==> config.mk <==
export PLATFORM = sky130hd
export DESIGN_NAME = twra_divider
export DESIGN_NICKNAME = d
export VERILOG_FILES = /design/src/rtl/core/time_window_range_averager_assert.svh /design/src/rtl/core/twra_pkg.sv /design/src/rtl/core/twra_divider.sv
export SDC_FILE = /design/constraint.sdc
export NUM_CORES = 1
export LEC_CHECK = 0
export ABC_AREA = 1
export BUFFER_PORTS_ARGS = -buffer_cell sky130_fd_sc_hd__buf_2
export CORE_ASPECT_RATIO = 1.75
export CORE_MARGIN = 2
export CORE_UTILIZATION = 40
export DETAILED_ROUTE_END_ITERATION = 12
export SLEW_MARGIN = 20
export SYNTH_ARGS = -nofsm -noshare
export SYNTH_HDL_FRONTEND = slang
export SYNTH_SLANG_ARGS = --single-unit
==> constraint.sdc <==
create_clock -name clk -period 2.5 [get_ports clk]
set_clock_uncertainty 0.05 [all_clocks]
set_input_delay 0.25 -clock clk [delete_from_list [all_inputs] [get_ports clk]]
set_output_delay 0.25 -clock clk [all_outputs]
set_load 0.01 [all_outputs]
==> src/rtl/core/time_window_range_averager_assert.svh <==
// Assertion macros for the averager
`ifndef TIME_WINDOW_RANGE_AVERAGER_ASSERT_SVH
`define TIME_WINDOW_RANGE_AVERAGER_ASSERT_SVH
// implication checked at every clock edge outside reset
`define TWRA_ASSERT_IMP(label, ante, cons) \
    label: assert property (@(posedge clk) disable iff (!rst_n) (ante) |-> (cons)) \
        else $error("assertion failed");
// next-cycle implication
`define TWRA_ASSERT_NXT(label, ante, cons) \
    label: assert property (@(posedge clk) disable iff (!rst_n) (ante) |=> (cons)) \
        else $error("assertion failed");
`endif

==> src/rtl/core/twra_pkg.sv <==
package twra_pkg;
    localparam int RING_DEPTH = 2048;
    localparam int IDX_W = $clog2(RING_DEPTH);
    localparam int CNT_W = IDX_W + 1;
    localparam logic [23:0] VALID_CM = 24'd50;
    localparam logic [31:0] MIN_WINDOW_MS = 32'd750;
    localparam logic [31:0] MIN_SPAN_MS = 32'd250;
    localparam logic [0:0] REG_AVERAGE = 1'b0;
    localparam logic [0:0] REG_BEEP = 1'b1;
    // one stored entry: stamp, three ranges, packed strengths
    typedef struct packed {
        logic [31:0] stamp;
        logic [23:0] r1;
        logic [23:0] r2;
        logic [23:0] r3;
        logic [47:0] s;
    } entry_t;
    // divider request
    typedef struct packed {
        logic        start;
        logic [47:0] num;
        logic [47:0] den;
    } div_req_t;
    typedef struct packed {
        logic        done;
        logic [47:0] quo;
    } div_rsp_t;
endpackage

==> src/rtl/core/twra_divider.sv <==
module twra_divider (
    input  logic               clk,
    input  logic               rst_n,
    input  twra_pkg::div_req_t req,
    output twra_pkg::div_rsp_t rsp
);
    import twra_pkg::*;
    logic [47:0] rem_reg, rem_next, quo_reg, quo_next, den_reg, den_next;
    logic [5:0]  cnt_reg, cnt_next;
    logic        busy_reg, busy_next, done_reg, done_next;
    logic [48:0] trial;
    // restoring division, one quotient bit a cycle
    always_comb
    begin
        rem_next = rem_reg;
        quo_next = quo_reg;
        den_next = den_reg;
        cnt_next = cnt_reg;
        busy_next = busy_reg;
        done_next = 1'b0;
        trial = {rem_reg, quo_reg[47]} - {1'b0, den_reg};
        if (req.start)
        begin
            rem_next = '0;
            quo_next = req.num;
            den_next = req.den;
            cnt_next = 6'd48;
            busy_next = 1'b1;
        end
        else if (busy_reg)
        begin
            if (!trial[48])
            begin
                rem_next = trial[47:0];
                quo_next = {quo_reg[46:0], 1'b1};
            end
            else
            begin
                rem_next = {rem_reg[46:0], quo_reg[47]};
                quo_next = {quo_reg[46:0], 1'b0};
            end
            cnt_next = cnt_reg - 6'd1;
            if (cnt_reg == 6'd1)
            begin
                busy_next = 1'b0;
                done_next = 1'b1;
            end
        end
    end
    always_ff @(posedge clk or negedge rst_n)
    begin
        if (!rst_n)
        begin
            busy_reg <= 1'b0;
            done_reg <= 1'b0;
            cnt_reg <= '0;
        end
        else
        begin
            busy_reg <= busy_next;
            done_reg <= done_next;
            cnt_reg <= cnt_next;
        end
    end
    always_ff @(posedge clk)
    begin
        rem_reg <= rem_next;
        quo_reg <= quo_next;
        den_reg <= den_next;
    end
    assign rsp.done = done_reg;
    assign rsp.quo = quo_reg;
endmodule

==> flow_summary.ini, run 1 <==
[status]
status = completed

[power_and_ir_drop]
seq_power_share = 0.449
ir_drop_uv = 555
clkPwrFrac = 0.404
power.density_mw_per_mm2 = 465
internal-power_mw = 4.74
p_sw_mw = 1.73
switching_share = 0.268
power_frac_comb = 0.147
leakagePower_nw = 7.49

[logic_synthesis]
ys_warn_count = 0
ys_types = 32
syn_area_per_cell_um2 = 6.48
synth-seq-area-share = 0.387
syn-num-nets = 1763
synthCells = 1613
synth_area_mm2 = 0.0105
ys_seq_elements = 152

[drt]
wire_per_inst_um = 15.0
drc = 0
dr.first_iter.drc_count = 551
final_antenna_net_count = 0
num_vias = 10561
totalWireLength_um = 33500
first_pass_iters = 7
viasPerCell = 4.74

[timing]
rsz0062_at_grt = true
period_share = 0.983
setup_tns_ps = 0
setup_ws_ps = 41.5
fin_crit_ps = 2460
timing.fmax_ghz = 0.407
tightest_slew_ps = 807
slew_violations = 0
hold_viol = 0
setup_viol = 0
slew_headroom = 0.461

[critical_path]
max_stage_delay_ps = 430
startpoint = den_reg[0]
crit_family = simple AND/OR/NAND/NOR gates
critPathLaunchType = flop
r2r_start = den_reg[0]
cp-end-kind = flop
crit_required_ps = 2790
critPathSlowestCell = edfxtp_1
crit_path_frequent_cell = nand2_1
path_cells = ha_4 > fa_2 > inv_2 > nand2_1 > nand2_1 > nand3_1 > nand2_1 > nand2_1 > nand2_2 > nand2_2 > nand3_2 > nand2_4 > nand2_8 > clkbuf_16 > nand2_1 > nand3_1 > nand2_1
worst-path-buf-inv = 2
crit_type = flop to flop
worstPathArrival_ps = 2750
cp_max_fo = 7

[grt]
antenna_found_initial = 0
grt_overflow = 0
grt_pass1_vias = 10672
grt_use_total = 0.244
grt_max_degree = 80
grt_pass1_wl_um = 52200

[min_path]
min_path_type = input port to flop
min-delay-start = req[50]

[cells_and_area]
final_common_cell = nand2_1
fillerInstances = 2498
stdcell_count = 2226
antenna_cells = 0
final_area_mm2 = 0.0139
multiInputGateArea_mm2 = 0.00548
drive_above_1_share = 0.172
area.sequential_mm2 = 0.00404
area_growth_pct = 33.1
nets = 2043
final_cell_mix = nand2_1, inv_1, buf_2

[placed_design]
place_area_mm2 = 0.0120
hpwl_um = 24900
io_buffers = 147
dp_cells = 2110
pre_cts_slack_ps = 16.2
gp_congestion = 1.04

[die]
die_x_um = 126
io_pins = 148
row_count = 78
core_area_mm2 = 0.0259
initial_core_util = 0.404
die_area_mm2 = 0.0275
die-height_um = 218

[run]
cap_violations = 0

[clock_network]
cts_sinks = 152
clock_path_buffers = 2
htreeDepth = 4
cts-buffers-inserted = 17
cts_root_buf = clkbuf_16
cts_tree = done
clk_pin_slew_ps = 70
clk-insertion-delay-late_ps = 460
==> synth_stat cells, drive strengths merged <==
cell type  number  area share
and2            2      0.0012
o21bai          3      0.0022
a21boi          2      0.0014
nor2          113       0.041
buf            12      0.0079
dfrtp           8       0.019
edfxtp         96        0.28
o22ai           1     0.00060
clkbuf         21      0.0075
fa              1      0.0019
o21ai          23       0.011
ha             50       0.060
nor3            6      0.0029
a21oi          38       0.018
or3b            1     0.00084
nand3          93       0.045
inv           324        0.12
dfxtp          48       0.092
xnor2          19       0.016
nand3b          4      0.0029
nand4          14      0.0084
xor2            7      0.0059
a21o            1     0.00072
nor4            3      0.0018
nand2         723        0.26
==> per-stage QoR <==
stage          utilization  power, mW  hold WS (ps)
2_1_floorplan            -       3.40         -95.6
3_3_place_gp         0.463       3.74          53.9
3_5_place_dp         0.463       3.75          57.4
4_1_cts              0.517       6.48         0.510
5_1_grt              0.538       6.74          20.1
6_report             0.538       6.47          21.1
==> kinds of logic after synthesis <==
| logic type | Yosys count | synth area share |
|---|---|---|
| xor gates and xnor gates | 26 | 0.0218 |
| adders and majority gates | 51 | 0.0618 |
| DFF | 152 | 0.387 |
| buffers and inverters | 357 | 0.132 |
| AOI/OAI and AO/OA | 68 | 0.0341 |
| and+or+nand+nor | 959 | 0.364 |
==> timing repair <==
item                                    CTS  global route
gates resized for setup                   6            82
hold buffers                             75             0
buffers inserted                          0             3
endpoints found under the setup margin    1            49
gates cloned                              1             5
pin swaps                                 1            14
hold endpoints to repair                 82             0
==> routing by layer <==
metal | vias to the layer above | part of all wire | GRT usage
li1 | 5436 | - | -
met1 | 4734 | 0.36 | 0.244
met2 | 298 | 0.54 | 0.470
met3 | 93 | 0.038 | 0.0341
met4 | 0 | 0.063 | 0.143
met5 | - | 0 | 0
==> worst paths after layout <==
kind | endpoint | slack (ps) | cells after the start
worst max-delay path | rem_reg[22] | 40 | 17
worst min-delay path | quo_reg[2] | 20 | 3
worst max register to register | rem_reg[22] | 40 | 17
worst min register to register | rem_reg[15] | 420 | 2
max in group asynchronous | cnt_reg[1] | 2090 | 2
min in group asynchronous | cnt_reg[3] | 140 | 2
==> area by class of cell <==
| cell class | instances | area share |
|---|---|---|
| Tap cell | 320 | 0.0288 |
| Inverter | 324 | 0.0874 |
| Timing Repair Buffer | 294 | 0.158 |
| Multi-Input combinational cell | 1104 | 0.394 |
| Clock buffer | 19 | 0.0311 |
| Sequential cell | 152 | 0.291 |
| Clock inverter | 13 | 0.0105 |
==> power by group through the flow <==
| stage | clock (mW) | combinational, mW | sequential, mW |
|---|---|---|---|
| 6_report | 2.62 | 0.950 | 2.91 |
| 5_1_grt | 2.75 | 1.06 | 2.92 |
| 4_1_cts | 2.69 | 0.892 | 2.90 |
| 3_5_place_dp | 0 | 0.798 | 2.95 |
| 3_3_place_gp | 0 | 0.789 | 2.96 |
| 2_1_floorplan | 0 | 0.422 | 2.98 |
==> worst register-to-register path, cell delays in order, from the launching register on <==
cell and delay (ps):
edfxtp_1 430, ha_4 200, fa_2 400, inv_2 60
nand2_1 40, nand2_1 70, nand3_1 60, nand2_1 90
nand2_1 70, nand2_2 70, nand2_2 70, nand3_2 120
nand2_4 80, nand2_8 150, clkbuf_16 200, nand2_1 50
nand3_1 90, nand2_1 60
No activity file was read; power rests on OpenSTA's default activity.
==> run 2: changes to the inputs <==
- CTS_BUF_LIST: not set -> sky130_fd_sc_hd__clkbuf_8
==> run 2 against run 1 <==
Net effect:
- critical endpoint is now quo_reg[0]
- worst hold slack improved by 59 ps
- sequential share of layout area barely moved
- combinational power rose by 2.4%
- core utilization fell by 0.092 points
- via count rose by 1.6%
- critical path depth fell by 4
==> flow_summary.ini, run 2 (synthesized netlist as in run 1, its figures left out) <==
[critical_path]
worstPathArrival_ps = 2680
r2r_cells = 13
critPathLaunchType = flop
cp_max_fo = 7
r2r_start = den_reg[39]
crit_path_end = quo_reg[0]
startpoint = den_reg[39]
crit_required_ps = 2690
r2r_end = quo_reg[0]
crit_type = flop to flop
cp-end-kind = flop
ff2ff_setup_slack_ps = 10

[cells_and_area]
drive_above_1_share = 0.169
area_growth_pct = 32.9
final_cell_mix = nand2_1, inv_1, buf_2
fillerInstances = 2463
nets = 2065
area.sequential_mm2 = 0.00404
multiInputGateArea_mm2 = 0.00543
antenna_cells = 0
final_common_cell = nand2_1
stdcell_count = 2248

[timing]
slew_headroom = 0.463
tightest_slew_ps = 805
slew_violations = 0
timing.fmax_ghz = 0.402
period_share = 0.994
fin_crit_ps = 2490
setup_viol = 0
setup_tns_ps = 0
hold_viol = 0
rsz0062_at_grt = true

[die]
core_area_mm2 = 0.0259
die_area_mm2 = 0.0275
die_x_um = 126
io_pins = 148
row_count = 78
initial_core_util = 0.404
die-height_um = 218

[run]
cap_violations = 0

[power_and_ir_drop]
switching_share = 0.284
power.density_mw_per_mm2 = 418
internal-power_mw = 4.16
p_sw_mw = 1.65
ir_drop_uv = 501
leakagePower_nw = 7.49
seq_power_share = 0.500
clkPwrFrac = 0.333
power_frac_comb = 0.168

[grt]
grt_overflow = 0
antenna_found_initial = 0
grt_use_total = 0.247
grt_max_degree = 80
grt_pass1_wl_um = 53000
grt_pass1_vias = 10860

[drt]
first_pass_iters = 7
num_vias = 10733
viasPerCell = 4.77
drc = 0
dr.first_iter.drc_count = 536
final_antenna_net_count = 0
wire_per_inst_um = 15.1
totalWireLength_um = 34000

[placed_design]
dp_cells = 2110
gp_congestion = 1.04
hpwl_um = 24900
io_buffers = 147

[clock_network]
htreeDepth = 4
cts-buffers-inserted = 17
cts_sinks = 152
clock_path_buffers = 2
cts_tree = done
clk_pin_slew_ps = 90
clk-insertion-delay-late_ps = 510
cts_root_buf = clkbuf_8

[min_path]
min_path_type = input port to asynchronous set/reset pin

[status]
status = completed
==> run 2: cell type report <==
cell class | instances | area share
Clock buffer | 17 | 0.0168
Clock inverter | 15 | 0.0111
Inverter | 324 | 0.0875
Multi-Input combinational cell | 1104 | 0.390
Sequential cell | 152 | 0.291
Tap cell | 320 | 0.0288
Timing Repair Buffer | 316 | 0.174
==> run 2: per-layer routing <==
layer | track usage | share of wire | up-vias
met3 | 0.0385 | 0.044 | 105
li1 | - | - | 5489
met2 | 0.475 | 0.53 | 318
met5 | 0 | 0 | -
met4 | 0.146 | 0.067 | 0
met1 | 0.246 | 0.36 | 4821
==> run 2: critical path, cell delays in order, from the launching register on <==
cell and delay [ps]:
edfxtp_1 400, inv_1 100, ha_4 210, nand2_1 120, inv_1 50, nand2_1 60, nand2_1 70, inv_1 60
nand2_1 70, a21oi_2 260, nand4_1 280, nand2_8 240, buf_12 170, o21ai_1 70
==> run 2: timing repair <==
| action | in CTS | in global routing |
|---|---|---|
| resized for setup | 6 | 74 |
| hold buffers | 97 | 0 |
| pin swaps | 1 | 5 |
| setup endpoints to repair | 1 | 49 |
| buffers inserted | 0 | 3 |
| hold endpoints to repair | 104 | 0 |
| cloned | 1 | 5 |
==> run 2: power groups by stage <==
stage,Combinational (mW),Sequential [mW],Clock [mW]
after floorplan,0.422,2.98,0
after global placement,0.789,2.96,0
after detailed placement,0.798,2.95,0
after CTS,0.918,2.90,2.01
after global routing,1.09,2.92,2.08
final,0.973,2.90,1.93
==> run 2: worst min path at each step <==
| stage | start | end | slack, ps | depth (start not counted) |
|---|---|---|---|---|
| detailed placement | rst_n | cnt_reg[3] | 60 | 1 |
| global placement | rst_n | cnt_reg[4] | 50 | 1 |
| global route | rst_n | cnt_reg[5] | 70 | 2 |
| finish | rst_n | cnt_reg[3] | 80 | 2 |
| CTS | rst_n | cnt_reg[2] | 50 | 2 |
| floorplan | rst_n | busy_reg | -100 | 0 |
==> run 2: per-stage QoR <==
stage	power, mW	utilization	cell area (µm²)	hold WS, ps	worst slack (ps)
after floorplan	3.40	-	10500	-95.6	17.6
after global routing	6.09	0.537	13900	70.6	-117
after global placement	3.74	0.463	12000	53.9	28.9
after detailed placement	3.75	0.463	12000	57.4	16.2
after CTS	5.83	0.518	13400	47.5	26.5
final	5.81	0.537	13900	80.0	14.1
==> run 3: changes to the inputs <==
- PLACE_DENSITY: not set -> 0.64
==> run 3 against run 2 <==
Net effect:
- non-clock buffer count grew 11
- maximum frequency grew 0.73%
- sequential cell count is the same
- critical path depth grew 4
- worst hold slack lost 38 ps
- clock power grew 8%
- critical path type unchanged
- critical endpoint is now rem_reg[33]
==> flow_summary.ini, run 3 (synthesized netlist as in run 1, its figures left out) <==
[cells_and_area]
nets = 2076
final_common_cell = nand2_1
area_growth_pct = 34.6
final_cell_mix = nand2_1, inv_1, buf_2
final_area_mm2 = 0.0141
multiInputGateArea_mm2 = 0.00547
drive_above_1_share = 0.177
fillerInstances = 2494
area.sequential_mm2 = 0.00404
stdcell_count = 2260

[timing]
fin_crit_ps = 2470
slew_violations = 0
rsz0062_at_grt = true
timing.fmax_ghz = 0.405
holdWs_ps = 41.9
slew_headroom = 0.458
tightest_slew_ps = 812
hold_viol = 0
setup_viol = 0
period_share = 0.987

[power_and_ir_drop]
leakagePower_nw = 7.60
power.density_mw_per_mm2 = 424
ir_drop_uv = 633
fin_total_pwr_mw = 5.97

[critical_path]
worstPathArrival_ps = 2830
ff2ff_setup_slack_ps = 30
crit_type = flop to flop
cp_max_fo = 7
critPathLaunchType = flop
r2r_cells = 17
r2r_end = rem_reg[33]
crit_required_ps = 2870
cp-end-kind = flop
r2r_start = den_reg[0]

[die]
die-height_um = 218
die_area_mm2 = 0.0275
core_area_mm2 = 0.0259
io_pins = 148
row_count = 78
die_x_um = 126
initial_core_util = 0.404

[drt]
viasPerCell = 4.79
wire_per_inst_um = 15.8
first_pass_iters = 7
totalWireLength_um = 35600
dr.first_iter.drc_count = 552
drc = 0
final_antenna_net_count = 0
num_vias = 10832

[grt]
grt_overflow = 0
grt_use_total = 0.252
grt_pass1_wl_um = 53200
grt_pass1_vias = 10773
grt_max_degree = 84
antenna_found_initial = 1

[clock_network]
htreeDepth = 4
cts_sinks = 152
cts-buffers-inserted = 17
cts_root_buf = clkbuf_8
cts_tree = done
clk_pin_slew_ps = 100
clock_path_buffers = 2
clk-insertion-delay-late_ps = 540

[placed_design]
place_area_mm2 = 0.0121
dp_cells = 2123
gp_congestion = 0.984
hpwl_um = 26000
io_buffers = 147

[status]
status = completed

[min_path]
min_path_type = input port to asynchronous set/reset pin

[run]
cap_violations = 0
==> run 3: cell type report <==
type / instances / area share
inverter: 324 / 0.0864
antenna: 1 / 0.000178
sequential: 152 / 0.287
timing repair buffer: 327 / 0.179
tap: 320 / 0.0285
clock buffer: 17 / 0.0166
clock inverter: 15 / 0.0128
multi-input combinational: 1104 / 0.389
==> run 3: metrics by stage <==
step	setup slack (ps)	util	setup TNS, ps
2_1_floorplan	17.6	-	0
3_3_place_gp	3.86	0.468	0
3_5_place_dp	4.81	0.468	0
4_1_cts	6.22	0.521	0
5_1_grt	-79.9	0.544	-2870
6_report	32.0	0.544	0
==> run 3: per-layer routing <==
| layer | global-route usage | up-vias | wire (µm) |
|---|---|---|---|
| met5 | 0 | - | 0 |
| met4 | 0.174 | 0 | 2560 |
| met2 | 0.473 | 354 | 18600 |
| met1 | 0.245 | 4854 | 12900 |
| met3 | 0.0449 | 114 | 1570 |
| li1 | - | 5510 | - |
==> run 3: worst max-delay path by stage <==
stage | cells after the start | from | end
after floorplan | 17 | quo_reg[47] | quo_reg[0]
after global routing | 17 | den_reg[0] | rem_reg[27]
after global placement | 14 | den_reg[23] | quo_reg[0]
after detailed placement | 14 | den_reg[23] | quo_reg[0]
after CTS | 18 | quo_reg[47] | rem_reg[27]
final | 17 | den_reg[0] | rem_reg[33]
==> run 3: power by group <==
part	internal [mW]	switching, mW
clock	0.931	1.15
combinational	0.436	0.546
sequential	2.83	0.0759
==> run 3: critical path, cell delays in order, from the launching register on <==
cell,delay [ps]
edfxtp_1,400
ha_2,220
fa_2,400
inv_2,60
nand2_1,40
nand2_1,60
nand3_1,60
nand2_1,90
nand2_1,70
nand2_2,80
nand2_2,70
nand3_2,110
nand2_2,80
nand2_4,150
clkbuf_16,190
nand2_1,70
nand3_1,70
nand2_1,60
==> run 3: what timing repair did <==
item	4_1_cts	5_1_grt
resized for setup	2	92
setup buffers	0	1
cloned	0	7
endpoints found under the hold margin	103	0
hold buffers	96	0
pin swaps	0	22
endpoints found under the setup margin	5	49
